`src/rtl/core/table_hash_probe_generator_top_assert.svh`:
```
// Assertion macros used by the probe generator back end.
`ifndef TABLE_HASH_PROBE_GENERATOR_TOP_ASSERT_SVH
`define TABLE_HASH_PROBE_GENERATOR_TOP_ASSERT_SVH

// The consequent must hold in the same cycle as the antecedent.
`define THPG_ASSERT_SAME(label, clk, rst, ante, cons, msg) \
   label: assert property (@(posedge clk) disable iff (rst) (ante) |-> (cons)) \
      else $error(msg);

// The consequent must hold in the cycle after the antecedent.
`define THPG_ASSERT_NEXT(label, clk, rst, ante, cons, msg) \
   label: assert property (@(posedge clk) disable iff (rst) (ante) |=> (cons)) \
      else $error(msg);

`endif

```
`src/rtl/core/thpg_pkg.sv`:
```
package thpg_pkg;

   typedef struct packed {
      logic [7:0] key_byte;
      logic       key_last;
   } req_type;

   typedef struct packed {
      logic [31:0] hash_value;
      logic [17:0] probe_index;
      logic        probe_valid;
      logic        probe_last;
   } rsp_type;

   typedef struct packed {
      logic [16:0] low;
      logic [16:0] high;
   } bounds_type;

   typedef struct packed {
      logic        push;
      logic [31:0] hash;
   } hash_push_type;

   typedef struct packed {
      logic        empty;
      logic [31:0] hash;
   } hash_head_type;

   localparam logic [1:0]  CSR_LOW_BOUND    = 2'd0;
   localparam logic [1:0]  CSR_HIGH_BOUND   = 2'd1;
   localparam logic [16:0] MASK_LIMIT       = 17'h1ffff;
   localparam logic [16:0] LOW_BOUND_RESET  = 17'h080e0;
   localparam logic [16:0] HIGH_BOUND_RESET = 17'h1fd00;

   localparam logic [31:0] MIX_TABLE [64] = '{
      32'h3100d2bf, 32'h3118e3de, 32'h34ab1372, 32'h2807a847,
      32'h1633f566, 32'h2143b359, 32'h26d56488, 32'h3b9e6f59,
      32'h37755656, 32'h3089ca7b, 32'h18e92d85, 32'h0cd0e9d8,
      32'h1a9e3b54, 32'h3eaa902f, 32'h0d9bfaae, 32'h2f32b45b,
      32'h31ed6102, 32'h3d3c8398, 32'h146660e3, 32'h0f8d4b76,
      32'h02c77a5f, 32'h146c8799, 32'h1c47f51f, 32'h249f8f36,
      32'h24772043, 32'h1fbc1e4d, 32'h1e86b3fa, 32'h37df36a6,
      32'h16ed30e4, 32'h02c3148e, 32'h216e5929, 32'h0636b34e,
      32'h317f9f56, 32'h15f09d70, 32'h131026fb, 32'h38c784b1,
      32'h29ac3305, 32'h2b485dc5, 32'h3c049ddc, 32'h35a9fbcd,
      32'h31d5373b, 32'h2b246799, 32'h0a2923d3, 32'h08a96e9d,
      32'h30031a9f, 32'h08f525b5, 32'h33611c06, 32'h2409db98,
      32'h0ca4feb2, 32'h1000b71e, 32'h30566e32, 32'h39447d31,
      32'h194e3752, 32'h08233a95, 32'h0f38fe36, 32'h29c7cd57,
      32'h0f7b3a39, 32'h328e8a16, 32'h1e7d1388, 32'h0fba78f5,
      32'h274c7e7c, 32'h1e8be65c, 32'h2fa0b0bb, 32'h1eb6c371
   };

   // Adding 4*(15 - nibble) + 1 equals adding {~nibble, 2'b01} modulo 64.
   function automatic logic [5:0] mix_step(input logic [5:0] idx, input logic [3:0] nib);
      mix_step = idx + {~nib, 2'b01};
   endfunction

endpackage

```
`src/rtl/core/thpg_front.sv`:
```
module thpg_front (
   input  logic                   clock,
   input  logic                   reset,
   input  logic                   accept,
   input  thpg_pkg::req_type      req_data,
   output thpg_pkg::hash_push_type hash_out
);
   import thpg_pkg::*;

   logic [5:0]  mix_index_ff, mix_index_in;
   logic [31:0] hash_sum_ff, hash_sum_in;
   logic [5:0]  idx_lo, idx_hi;
   logic [31:0] sum_lo, sum_hi;

   always_comb begin
      idx_lo = mix_step(mix_index_ff, req_data.key_byte[3:0]);
      sum_lo = hash_sum_ff + MIX_TABLE[idx_lo];
      idx_hi = mix_step(idx_lo, req_data.key_byte[7:4]);
      sum_hi = sum_lo + MIX_TABLE[idx_hi];

      mix_index_in = mix_index_ff;
      hash_sum_in  = hash_sum_ff;
      if (accept) begin
         // The last byte pushes the hash into the hash queue and starts a new key.
         if (req_data.key_last) begin
            mix_index_in = '0;
            hash_sum_in  = '0;
         end else begin
            mix_index_in = idx_hi;
            hash_sum_in  = sum_hi;
         end
      end

      hash_out.push = accept & req_data.key_last;
      hash_out.hash = sum_hi;
   end

   always_ff @(posedge clock) begin
      if (reset) begin
         mix_index_ff <= '0;
         hash_sum_ff  <= '0;
      end else begin
         mix_index_ff <= mix_index_in;
         hash_sum_ff  <= hash_sum_in;
      end
   end

endmodule

```
`src/rtl/core/thpg_hash_queue.sv`:
```
module thpg_hash_queue (
   input  logic                    clock,
   input  logic                    reset,
   input  thpg_pkg::hash_push_type push_in,
   output logic                    full,
   input  logic                    pop,
   output thpg_pkg::hash_head_type head
);
   import thpg_pkg::*;

   logic [31:0] mem_ff [2];
   logic        wr_ptr_ff, wr_ptr_in;
   logic        rd_ptr_ff, rd_ptr_in;
   logic [1:0]  count_ff, count_in;
   logic        do_push, do_pop;

   always_comb begin
      full    = (count_ff == 2'd2);
      do_push = push_in.push & ~full;
      do_pop  = pop & (count_ff != 2'd0);

      wr_ptr_in = wr_ptr_ff ^ do_push;
      rd_ptr_in = rd_ptr_ff ^ do_pop;
      count_in  = count_ff;
      if (do_push & ~do_pop) begin
         count_in = count_ff + 2'd1;
      end else if (do_pop & ~do_push) begin
         count_in = count_ff - 2'd1;
      end

      head.empty = (count_ff == 2'd0);
      head.hash  = mem_ff[rd_ptr_ff];
   end

   always_ff @(posedge clock) begin
      if (do_push) begin
         mem_ff[wr_ptr_ff] <= push_in.hash;
      end
   end

   always_ff @(posedge clock) begin
      if (reset) begin
         wr_ptr_ff <= 1'b0;
         rd_ptr_ff <= 1'b0;
         count_ff  <= '0;
      end else begin
         wr_ptr_ff <= wr_ptr_in;
         rd_ptr_ff <= rd_ptr_in;
         count_ff  <= count_in;
      end
   end

endmodule

```
`src/rtl/core/thpg_back.sv`:
```
`include "table_hash_probe_generator_top_assert.svh"

module thpg_back (
   input  logic                    clock,
   input  logic                    reset,
   input  thpg_pkg::hash_head_type head,
   input  thpg_pkg::bounds_type    bounds,
   output logic                    hash_pop,
   output logic                    rsp_empty,
   input  logic                    rsp_pop,
   output thpg_pkg::rsp_type       rsp_data
);
   import thpg_pkg::*;

   logic [16:0] mask_ff, mask_in;
   rsp_type     oq_mem_ff [2];
   logic        oq_wr_ff, oq_wr_in;
   logic        oq_rd_ff, oq_rd_in;
   logic [1:0]  oq_count_ff, oq_count_in;

   logic [17:0] probe;
   logic        qualifies, at_limit, step, emit, walk_done, oq_pop;
   rsp_type     word;

   always_comb begin
      probe     = {1'b0, head.hash[16:0] & mask_ff} + {1'b0, mask_ff};
      qualifies = (probe >= {1'b0, bounds.low});
      at_limit  = (mask_ff == MASK_LIMIT);
      step      = ~head.empty & (oq_count_ff != 2'd2);

      // At the mask limit a word always goes out, as an invalid marker if
      // nothing qualified on the whole walk.
      emit      = step & (qualifies | at_limit);
      walk_done = step & (at_limit | (qualifies & (probe >= {1'b0, bounds.high})));
      hash_pop  = walk_done;

      word.hash_value  = head.hash;
      word.probe_index = qualifies ? probe : '0;
      word.probe_valid = qualifies;
      word.probe_last  = walk_done;

      mask_in = mask_ff;
      if (walk_done) begin
         mask_in = '0;
      end else if (step) begin
         mask_in = {mask_ff[15:0], 1'b1};
      end

      oq_pop      = rsp_pop & (oq_count_ff != 2'd0);
      oq_wr_in    = oq_wr_ff ^ emit;
      oq_rd_in    = oq_rd_ff ^ oq_pop;
      oq_count_in = oq_count_ff;
      if (emit & ~oq_pop) begin
         oq_count_in = oq_count_ff + 2'd1;
      end else if (oq_pop & ~emit) begin
         oq_count_in = oq_count_ff - 2'd1;
      end

      rsp_empty = (oq_count_ff == 2'd0);
      rsp_data  = oq_mem_ff[oq_rd_ff];
   end

   always_ff @(posedge clock) begin
      if (emit) begin
         oq_mem_ff[oq_wr_ff] <= word;
      end
   end

   always_ff @(posedge clock) begin
      if (reset) begin
         mask_ff     <= '0;
         oq_wr_ff    <= 1'b0;
         oq_rd_ff    <= 1'b0;
         oq_count_ff <= '0;
      end else begin
         mask_ff     <= mask_in;
         oq_wr_ff    <= oq_wr_in;
         oq_rd_ff    <= oq_rd_in;
         oq_count_ff <= oq_count_in;
      end
   end

   `THPG_ASSERT_SAME(a_mask_shape, clock, reset, 1'b1, (mask_ff & (mask_ff + 17'd1)) == 17'd0, "mask is not of the form 2**n - 1")
   `THPG_ASSERT_NEXT(a_walk_restart, clock, reset, walk_done, mask_ff == 17'd0, "mask not cleared after the final word of a key")
   `THPG_ASSERT_SAME(a_oq_bound, clock, reset, 1'b1, oq_count_ff != 2'd3, "output queue count out of range")

endmodule

```
`src/rtl/core/table_hash_probe_generator_top.sv`:
```
// Channel  Direction  Handshake              Payload
// req      in         req_push / req_full    key_byte, key_last
// rsp      out        rsp_pop / rsp_empty    hash_value, probe_index, probe_valid, probe_last
// csr      in         csr_valid / csr_ready  csr_index, csr_data (17-bit bound)
//
// The two table lookups and adds of the front end run in the cycle that a key byte is taken,
// so bytes may follow each other on every clock while req_full is low.
// After the last byte the back end walks 1 to 18 masks per key, one per cycle while its
// two-word output queue has room, and queues every qualifying probe, or one invalid marker.
// A two-entry hash queue lets the front end hash the next keys while a walk is running;
// req_full rises only while that queue holds two keys.
// Synchronous reset clears the hash state, both queues and restores both bounds.
// csr_ready is always high.
module table_hash_probe_generator_top (
   input  logic               clock,
   input  logic               reset,
   input  logic               req_push,
   output logic               req_full,
   input  thpg_pkg::req_type  req_data,
   output logic               rsp_empty,
   input  logic               rsp_pop,
   output thpg_pkg::rsp_type  rsp_data,
   input  logic               csr_valid,
   output logic               csr_ready,
   input  logic [1:0]         csr_index,
   input  logic [16:0]        csr_data
);
   import thpg_pkg::*;

   logic [16:0]   low_bound_ff, low_bound_in;
   logic [16:0]   high_bound_ff, high_bound_in;
   logic          req_accept, csr_write, hash_pop;
   bounds_type    bounds;
   hash_push_type hash_push;
   hash_head_type hash_head;

   always_comb begin
      csr_ready     = 1'b1;
      csr_write     = csr_valid & csr_ready;
      low_bound_in  = low_bound_ff;
      high_bound_in = high_bound_ff;
      if (csr_write && csr_index == CSR_LOW_BOUND) begin
         low_bound_in = csr_data;
      end
      if (csr_write && csr_index == CSR_HIGH_BOUND) begin
         high_bound_in = csr_data;
      end
      bounds.low  = low_bound_ff;
      bounds.high = high_bound_ff;
      req_accept  = req_push & ~req_full;
   end

   always_ff @(posedge clock) begin
      if (reset) begin
         low_bound_ff  <= LOW_BOUND_RESET;
         high_bound_ff <= HIGH_BOUND_RESET;
      end else begin
         low_bound_ff  <= low_bound_in;
         high_bound_ff <= high_bound_in;
      end
   end

   thpg_front u_front (
      .clock    (clock),
      .reset    (reset),
      .accept   (req_accept),
      .req_data (req_data),
      .hash_out (hash_push)
   );

   thpg_hash_queue u_hash_queue (
      .clock   (clock),
      .reset   (reset),
      .push_in (hash_push),
      .full    (req_full),
      .pop     (hash_pop),
      .head    (hash_head)
   );

   thpg_back u_back (
      .clock     (clock),
      .reset     (reset),
      .head      (hash_head),
      .bounds    (bounds),
      .hash_pop  (hash_pop),
      .rsp_empty (rsp_empty),
      .rsp_pop   (rsp_pop),
      .rsp_data  (rsp_data)
   );

endmodule
```
`config.mk`:
```
export PLATFORM = sky130hd
export DESIGN_NAME = table_hash_probe_generator_top
export DESIGN_NICKNAME = d
export VERILOG_FILES = /design/src/rtl/core/thpg_pkg.sv /design/src/rtl/core/thpg_front.sv /design/src/rtl/core/thpg_hash_queue.sv /design/src/rtl/core/thpg_back.sv /design/src/rtl/core/table_hash_probe_generator_top.sv
export VERILOG_INCLUDE_DIRS = /design/src /design/src/rtl/core
export SDC_FILE = /design/constraint.sdc
export NUM_CORES = 1
export LEC_CHECK = 0
export ABC_AREA = 0
export BUFFER_PORTS_ARGS = -buffer_cell sky130_fd_sc_hd__clkbuf_2
export CORE_ASPECT_RATIO = 1.75
export CORE_MARGIN = 2
export CORE_UTILIZATION = 33
export CTS_BUF_LIST = sky130_fd_sc_hd__clkbuf_16
export DETAILED_ROUTE_END_ITERATION = 7
export GPL_TIMING_DRIVEN = 0
export PLACE_DENSITY_LB_ADDON = 0.12
export SLEW_MARGIN = 25
export SYNTH_ARGS = -nofsm -noshare
export SYNTH_HDL_FRONTEND = slang
export SYNTH_SLANG_ARGS = --single-unit
```
`constraint.sdc`:
```
create_clock -name clock -period 5.85 [get_ports clock]
set_input_delay 0.2925 -clock clock [delete_from_list [all_inputs] [get_ports clock]]
set_output_delay 0.2925 -clock clock [all_outputs]
set_load 0.01 [all_outputs]
```
After elaboration in Yosys (flattened, before gate mapping). Memories as Yosys holds them, arrays and structs flattened. A register that Yosys moved wholly into a read port is not among the register bits. Cells that the tools add are included.

Flip-flop bits (word level): 97. Memory bits (writable): 168. Memory bits (read-only): 4096. Bits of input ports: 33. Output and inout port bits: 55. Word-level logic and storage cells: 89. Memories: 4.

Add/sub/neg operators: 9. $lt $le $gt $ge: 4. Eq/ne operators: 4. Mux-type cells: 17. Bitwise logic cells: 30. Reduce and logical (&&, ||, !) cells: 10.

Memory list: (name not given) (words 64, bits a word 32, rd ports 1, clocked after Yosys merged registers in 0, write ports 0, RTL line thpg_front.sv:17) `sum_lo = hash_sum_ff + MIX_TABLE[idx_lo];`; (name not given) (words 64, bits a word 32, rd ports 1, clocked after Yosys merged registers in 0, write ports 0, RTL line thpg_front.sv:19) `sum_hi = sum_lo + MIX_TABLE[idx_hi];`; u_back.oq_mem_ff (words 2, bits a word 52, rd ports 1, clocked after Yosys merged registers in 1, write ports 1, RTL line thpg_back.sv:16) `rsp_type oq_mem_ff [2];`; u_hash_queue.mem_ff (words 2, bits a word 32, rd ports 1, clocked after Yosys merged registers in 1, write ports 1, RTL line thpg_hash_queue.sv:11) `logic [31:0] mem_ff [2];`.

Operators by type and width (number): $mux 32 (5); $add 32x32->32 (2); $ge 18x17->1 (2); $add 17x17->18 (1); $mux 18 (1); $and 17x17->17 (1); $eq 17x17->1 const B (1); $ge 7x7->1 const B (2); $not 6->7 (2); $and 1x1->1 (13); $add 6x6->6 (2); $mux 2 (4); $not 4->4 (2); $reduce_bool 2->1 (4); $logic_not 2->1 (3); $mux 1 (6); $mux 6 (1); $not 1->1 (6); $add 2x1->2 const B (2); $sub 2x1->2 const B (2); $xor 1x1->1 (4); $eq 2x1->1 const B (1); $eq 2x2->1 const B (1); $logic_and 1x1->1 (2); other kinds (3) (4).

Depth between registers and ports, before layout.
Word-level depth: 10. Depth in mapped cells: 26. Gate-level depth less buffers: 23.

Cells and area by module. Synthesis repeated with hierarchy kept, for this count alone.

Cells, all modules: 1840. Area total of the unflattened synthesis: 17654.4 µm².

Modules (own cells, without submodules): thpg_front (times used 1, cells an instance 1029, area each 7056.8 µm², seq. area each 740.7 µm²); thpg_back (times used 1, cells an instance 545, area each 6636.4 µm², seq. area each 3543.4 µm²); thpg_hash_queue (times used 1, cells an instance 121, area each 2501.1 µm², seq. area each 2001.9 µm²); table_hash_probe_generator_top (times used 1, cells an instance 145, area each 1460.2 µm², seq. area each 680.7 µm²).

Worst setup path after synthesis. OpenSTA, ideal clock, no wires.

Path kind: input port to flip-flop. Start point: input port req_data[2] (netlist bit). End point: memory u_hash_queue.mem_ff[0][31] (data pin). Library setup time: 0.278 ns. Data arrival time: 6.072 ns. Data required time: 5.572 ns. Path slack: -0.500 ns. Cell stages on the path: 23. Path buffers: 2. Cell sequence: inv_1 ha_1 a21o_1 xnor2_1 clkinv_1 clkbuf_1 ha_1 xor2_1 clkbuf_1 nand2_1 a211oi_1 a31oi_1 a21oi_1 fa_1 ha_1 fa_1 a211oi_1 o211ai_1 a211oi_1 o21ai_0 o2bb2ai_1 o41ai_1 xnor2_1.

RTL lines: from (decl) (RTL line table_hash_probe_generator_top.sv:19) `input thpg_pkg::req_type req_data,`; to (decl) (RTL line thpg_hash_queue.sv:11).

Worst setup path after layout.
Start point: register u_front.mix_index_ff[1]. End point: register u_front.hash_sum_ff[31].

Cells in the longest elaborated chain, start to end: 8. Elaborated cells on any way between the ends: 13. Classes of those cells: add/sub (4); mux (5); bitwise (2); memory (2).

RTL lines: from (decl) (RTL line thpg_front.sv:10) `logic [5:0] mix_index_ff, mix_index_in;`; from (signal assigned) (RTL line thpg_front.sv:43) `mix_index_ff <= mix_index_in;`; $add 6x6->6 * (RTL line thpg_pkg.sv:57) `mix_step = idx + {~nib, 2'b01};`; $not 6->7 (implied by the code) / $add 6x6->6 (equally long branches) (RTL line thpg_front.sv:17, thpg_pkg.sv:57); $mem_v2 64x32 / $not 6->7 (equally long branches); $mux 32 (implied by the code) / $mem_v2 64x32 (equally long branches); $mux 32 (on tied branches) (RTL line thpg_front.sv:17, thpg_front.sv:19); $add 32x32->32 / $mux 32 (equally long branches) (RTL line thpg_front.sv:17, thpg_front.sv:19); $add 32x32->32 * (RTL line thpg_front.sv:19); $mux 32 * (RTL line thpg_front.sv:25) `if (req_data.key_last) begin`; to (signal assigned) (RTL line thpg_front.sv:44) `hash_sum_ff <= hash_sum_in;`; to (decl) (RTL line thpg_front.sv:11) `logic [31:0] hash_sum_ff, hash_sum_in;`.

Every way passes the cells marked *; elsewhere a longest branch is shown, timed or not. The select of a mux whose other input is x is not followed. A chain may end at the register's enable or synchronous reset.

==> flow_summary.html <==
<table>
<tr><th>Metric</th><th>Value</th></tr>
<tr><th colspan="2">Status</th></tr>
<tr><td>Run status</td><td>complete, but fails checks</td></tr>
<tr><td>Violated checks</td><td>setup timing</td></tr>
<tr><th colspan="2">Route</th></tr>
<tr><td>Avg WL per Cell</td><td>roughly 25 µm</td></tr>
<tr><td>Number of DRC violations after detailed-routing iteration 0</td><td>roughly 990</td></tr>
<tr><td>Initial DRT Pass Iterations</td><td>5</td></tr>
<tr><td>Vias per Instance</td><td>approximately 5.5</td></tr>
<tr><td>Remaining number of nets flagged by the antenna check after routing</td><td>0</td></tr>
<tr><td>Final Routed Wirelength</td><td>around 66,000 µm</td></tr>
<tr><td>Total via count after detailed routing</td><td>14,550</td></tr>
<tr><td>DRC Markers</td><td>0</td></tr>
<tr><th colspan="2">GRT</th></tr>
<tr><td>Number of global-route vias before repair</td><td>approximately 15,000</td></tr>
<tr><td>Pin count of the biggest net entering global routing</td><td>34</td></tr>
<tr><td>Global routing usage on met1</td><td>approximately a quarter</td></tr>
<tr><td>Total routing resource utilization after global routing</td><td>between 20% and 30%</td></tr>
<tr><td>Overflow left after global routing</td><td>0</td></tr>
<tr><td>Antenna violations before repair</td><td>0</td></tr>
<tr><td>Wire length of the first global-routing pass</td><td>just under 100,000 µm</td></tr>
<tr><td>Global routing usage on met2</td><td>approximately 49%</td></tr>
<tr><td>Layer with the highest usage after global routing</td><td>met2</td></tr>
<tr><td>GR Layer Usage met3</td><td>2.101%</td></tr>
<tr><th colspan="2">Logic synthesis</th></tr>
<tr><td>Avg Inst Size Synth</td><td>roughly 9.5 µm²</td></tr>
<tr><td>Largest cells by area after synthesis</td><td>edfxtp_1 30%, dfxtp_1 11%, ha_1 7.2%</td></tr>
<tr><td>Unique cell type count in the Yosys netlist</td><td>96</td></tr>
<tr><td>Flip-flop cell with the highest count after synthesis</td><td>edfxtp_1</td></tr>
<tr><td>Biggest area consumer among synthesized cells</td><td>edfxtp_1</td></tr>
<tr><td>Leading cell types by count after synthesis</td><td>176 x nand2_1, 168 x a21oi_1, 168 x edfxtp_1</td></tr>
<tr><td>Fraction of synthesized cell area taken by the top area cell type</td><td>29.79%</td></tr>
<tr><td>Synthesis-stage register bit count</td><td>between 200 and 300</td></tr>
<tr><td>Fraction of the yosys area taken by sequential cells</td><td>a little over 40%</td></tr>
<tr><td>Number of flops mapped to enable cells by yosys</td><td>~170</td></tr>
<tr><td>Cell with the most instances after synthesis</td><td>nand2_1</td></tr>
<tr><td>Netlist area before placement</td><td>16,940 µm²</td></tr>
<tr><td>Number of synthesis warnings</td><td>0</td></tr>
<tr><td>Net count after synthesis</td><td>1,944</td></tr>
<tr><td>Async S/R FF share, synth</td><td>0%</td></tr>
<tr><td>Synthesized instance count</td><td>approximately 1,800</td></tr>
<tr><th colspan="2">Timing</th></tr>
<tr><td>RSZ-0062 raised after global routing</td><td>true</td></tr>
<tr><td>Final clock skew</td><td>roughly 23 ps</td></tr>
<tr><td>Post-layout minimum cycle time</td><td>~6100 ps</td></tr>
<tr><td>Fraction of the cycle the final worst path needs</td><td>103.6%</td></tr>
<tr><td>Number of pins exceeding their max-slew limit in the final report</td><td>0</td></tr>
<tr><td>Least-Margin Pin Slew</td><td>1082 ps</td></tr>
<tr><td>Worst hold margin</td><td>136.9 ps</td></tr>
<tr><td>Setup-violating endpoint count in the final report</td><td>7</td></tr>
<tr><td>Final Hold Fails</td><td>0</td></tr>
<tr><td>Max Clock Freq</td><td>about 160 MHz</td></tr>
<tr><td>Slew margin rel.</td><td>~28%</td></tr>
<tr><td>Final Worst Setup Slack</td><td>-211.1 ps</td></tr>
<tr><th colspan="2">Clock network</th></tr>
<tr><td>Buffer levels on the longest clock path</td><td>3</td></tr>
<tr><td>Clock root cell</td><td>clkbuf_16</td></tr>
<tr><td>Clock tree from TritonCTS</td><td>yes</td></tr>
<tr><td>Clock transition at path regs</td><td>around 70 ps</td></tr>
<tr><td>Count of clock tree sinks</td><td>between 200 and 300</td></tr>
<tr><td>CTS H-tree depth</td><td>1</td></tr>
<tr><td>Number of buffers added by the clock tree synthesis step</td><td>23</td></tr>
<tr><td>Clk_lat worst skew</td><td>between 500 and 600 ps</td></tr>
<tr><th colspan="2">Placement</th></tr>
<tr><td>Total cell area at the placement stage</td><td>~18,000 µm²</td></tr>
<tr><td>Detailed placer's ending HPWL</td><td>51,100 µm</td></tr>
<tr><td>Number of buffers added on ports</td><td>85</td></tr>
<tr><td>Weighted congestion at the end of routability-driven global placement</td><td>around 0.96</td></tr>
<tr><td>Number of placed instances with taps included</td><td>~2,500</td></tr>
<tr><th colspan="2">Worst setup path</th></tr>
<tr><td>Element type at the critical path end</td><td>register</td></tr>
<tr><td>Critical path launch point type</td><td>register</td></tr>
<tr><td>Type of the worst setup path</td><td>register to register</td></tr>
<tr><td>Source of the worst register-to-register timing path</td><td>u_front.mix_index_ff[1]</td></tr>
<tr><td>Worst Path Max Fanout</td><td>10</td></tr>
<tr><td>Reg2Reg Capture Point</td><td>u_front.hash_sum_ff[31]</td></tr>
<tr><td>Worst R2R Path Depth</td><td>16</td></tr>
<tr><td>Reg-to-reg setup timing slack</td><td>-210 ps</td></tr>
<tr><td>Endpoint arrival time on the critical path</td><td>6520 ps</td></tr>
<tr><td>CP required</td><td>6310 ps</td></tr>
<tr><th colspan="2">Pwr</th></tr>
<tr><td>Power per cell area</td><td>around 670 nW/µm²</td></tr>
<tr><td>Static leakage</td><td>between 7 and 8 nW</td></tr>
<tr><td>Total chip power</td><td>14.00 mW</td></tr>
<tr><td>Peak supply drop</td><td>0.2367 mV</td></tr>
<tr><th colspan="2">Layout</th></tr>
<tr><td>Layout Area Growth over Synthesis</td><td>23.70%</td></tr>
<tr><td>Fraction of layout instances using a drive strength above 1</td><td>a little under a quarter</td></tr>
<tr><td>Ant diodes</td><td>0</td></tr>
<tr><td>Fin nets</td><td>2,123</td></tr>
<tr><td>Number of standard cells in the final layout excluding fillers</td><td>around 2,600</td></tr>
<tr><td>Cell area after layout</td><td>roughly 21,000 µm²</td></tr>
<tr><th colspan="2">Die</th></tr>
<tr><td>Row count</td><td>roughly 110</td></tr>
<tr><td>Starting Density</td><td>about a third</td></tr>
<tr><td>Core box area</td><td>roughly 51,000 µm²</td></tr>
<tr><td>I/O pins</td><td>a little under 90</td></tr>
<tr><td>Die W</td><td>175.3 µm</td></tr>
<tr><td>Vertical extent of the die</td><td>approximately 300 µm</td></tr>
<tr><td>Area of the die</td><td>roughly 53,000 µm²</td></tr>
<tr><th colspan="2">Min path</th></tr>
<tr><td>Hold Crit Endpoint</td><td>low_bound_ff[5]</td></tr>
<tr><td>Class of the most critical hold timing path</td><td>input pin to register</td></tr>
<tr><td>Worst hold path startpoint</td><td>csr_index[1]</td></tr>
<tr><td>Number of cells traversed by the worst hold path</td><td>4</td></tr>
<tr><th colspan="2">Job</th></tr>
<tr><td>Number of violations of the max-capacitance limit</td><td>0</td></tr>
</table>
-- cells in the final DEF, fill, tap and decap left out, types with 13 or more instances in the layout --
master and instances:
o22ai_1 15, dfxtp_1 92, xor2_1 19, a22o_1 13, edfxtp_1 168, a22oi_1 24
nand2_1 166, mux2_2 71, o21ai_0 82, clkbuf_16 25, nor3_1 31, a21oi_1 154
dlygate4sd3_1 17, nor2_1 132, a21oi_2 13, nand3_1 31, clkbuf_1 49, ha_4 14
inv_1 140, o211ai_1 13, xnor2_1 25, a31oi_1 13, clkbuf_2 95, buf_4 43
nor2b_1 21, a21o_1 22, fa_1 28, mux2i_1 15, ha_1 81
-- worst max-delay path, stage by stage (launching register included) --
cell and delay, ps:
dfxtp_4 380, buf_6 170, clkbuf_1 530, clkbuf_1 840, buf_1 590, o221ai_1 570
fa_1 680, inv_1 40, ha_1 370, nand3_1 220, a2111oi_2 470, o2bb2ai_4 190
o41ai_4 80, buf_6 150, buf_6 110, or4_1 390, a31oi_1 170
-- final cells by class --
class,count,area (µm²)
inverters,146,558.0
flip-flops and latches,264,6979
fillers,4904,29650
multi-input cells,1269,10040
repair buffers,156,1189
well taps,666,833.3
clock inverters,19,166.4
plain buffers,100,606.8
clock buffers,23,575.6
-- sequential cells by signal, indices dropped and copies added, names as in the netlist --
signal                  flops
u_hash_queue.wr_ptr_ff      1
u_hash_queue.rd_ptr_ff      1
high_bound_ff              17
u_hash_queue.mem_ff        64
u_hash_queue.count_ff       2
u_front.hash_sum_ff        32
u_front.mix_index_ff        5
low_bound_ff               17
u_back.oq_count_ff          2
u_back.oq_mem_ff          104
u_back.oq_wr_ff             1
u_back.oq_rd_ff             1
u_back.mask_ff             17
-- timing repair --
| item | CTS | global route |
|---|---|---|
| setup buffers | 37 | 12 |
| setup endpoints to repair | 199 | 117 |
| endpoints found under the hold margin | 31 | 0 |
| resized for setup | 199 | 64 |
| hold buffers | 17 | 0 |
| cloned | 1 | 0 |
| pin swaps | 41 | 43 |
-- worst max-delay path by stage --
stage / startpoint / end / slack (ps) / cells past startpoint
CTS: u_front.mix_index_ff[2] / u_hash_queue.mem_ff[0][31] / -260 / 25
floorplan: req_data[1] / u_hash_queue.mem_ff[0][31] / 50 / 21
global route: u_front.mix_index_ff[2] / u_front.hash_sum_ff[31] / -360 / 24
finish: u_front.mix_index_ff[1] / u_front.hash_sum_ff[31] / -210 / 16
global placement: u_front.mix_index_ff[1] / u_hash_queue.mem_ff[0][31] / -3880 / 21
detailed placement: req_data[1] / u_hash_queue.mem_ff[0][31] / -3520 / 24
-- stage by stage --
step	setup TNS, ps	worst slack (ps)	util [%]
5_1_grt	-3119	-358.4	41.41
3_5_place_dp	-194040	-3524	36.34
3_3_place_gp	-351440	-3876	36.04
6_report	-898.3	-211.1	41.41
2_1_floorplan	0	46.14	-
4_1_cts	-1219	-257.7	40.68
-- kinds of logic (layout without fill, tap and decap cells) --
family	Yosys count	after routing	synth area share [%]
muxes	95	95	6.509
buffers and inverters	249	444	5.873
xor gates and xnor gates	62	63	3.413
DFF	264	264	41.13
other	1	1	0.02214
AOI/OAI and AO/OA	502	502	19.11
and+or+nand+nor	476	476	12.79
adders and majority gates	132	132	11.15
-- where the power goes --
part | switching [mW] | total, mW | internal, mW
Clock | 0.719 | 1.54 | 0.820
Combinational | 5.82 | 9.39 | 3.57
Sequential | 0.136 | 3.07 | 2.94
Total | 6.67 | 14.0 | 7.33
-- routing by layer --
layer / vias up / part of all wire [%]
met5: - / 0
met1: 7101 / 33
met4: 0 / 7.2
met3: 170 / 3.7
met2: 519 / 56
li1: 6761 / -
No activity file was read; power rests on OpenSTA's default activity.
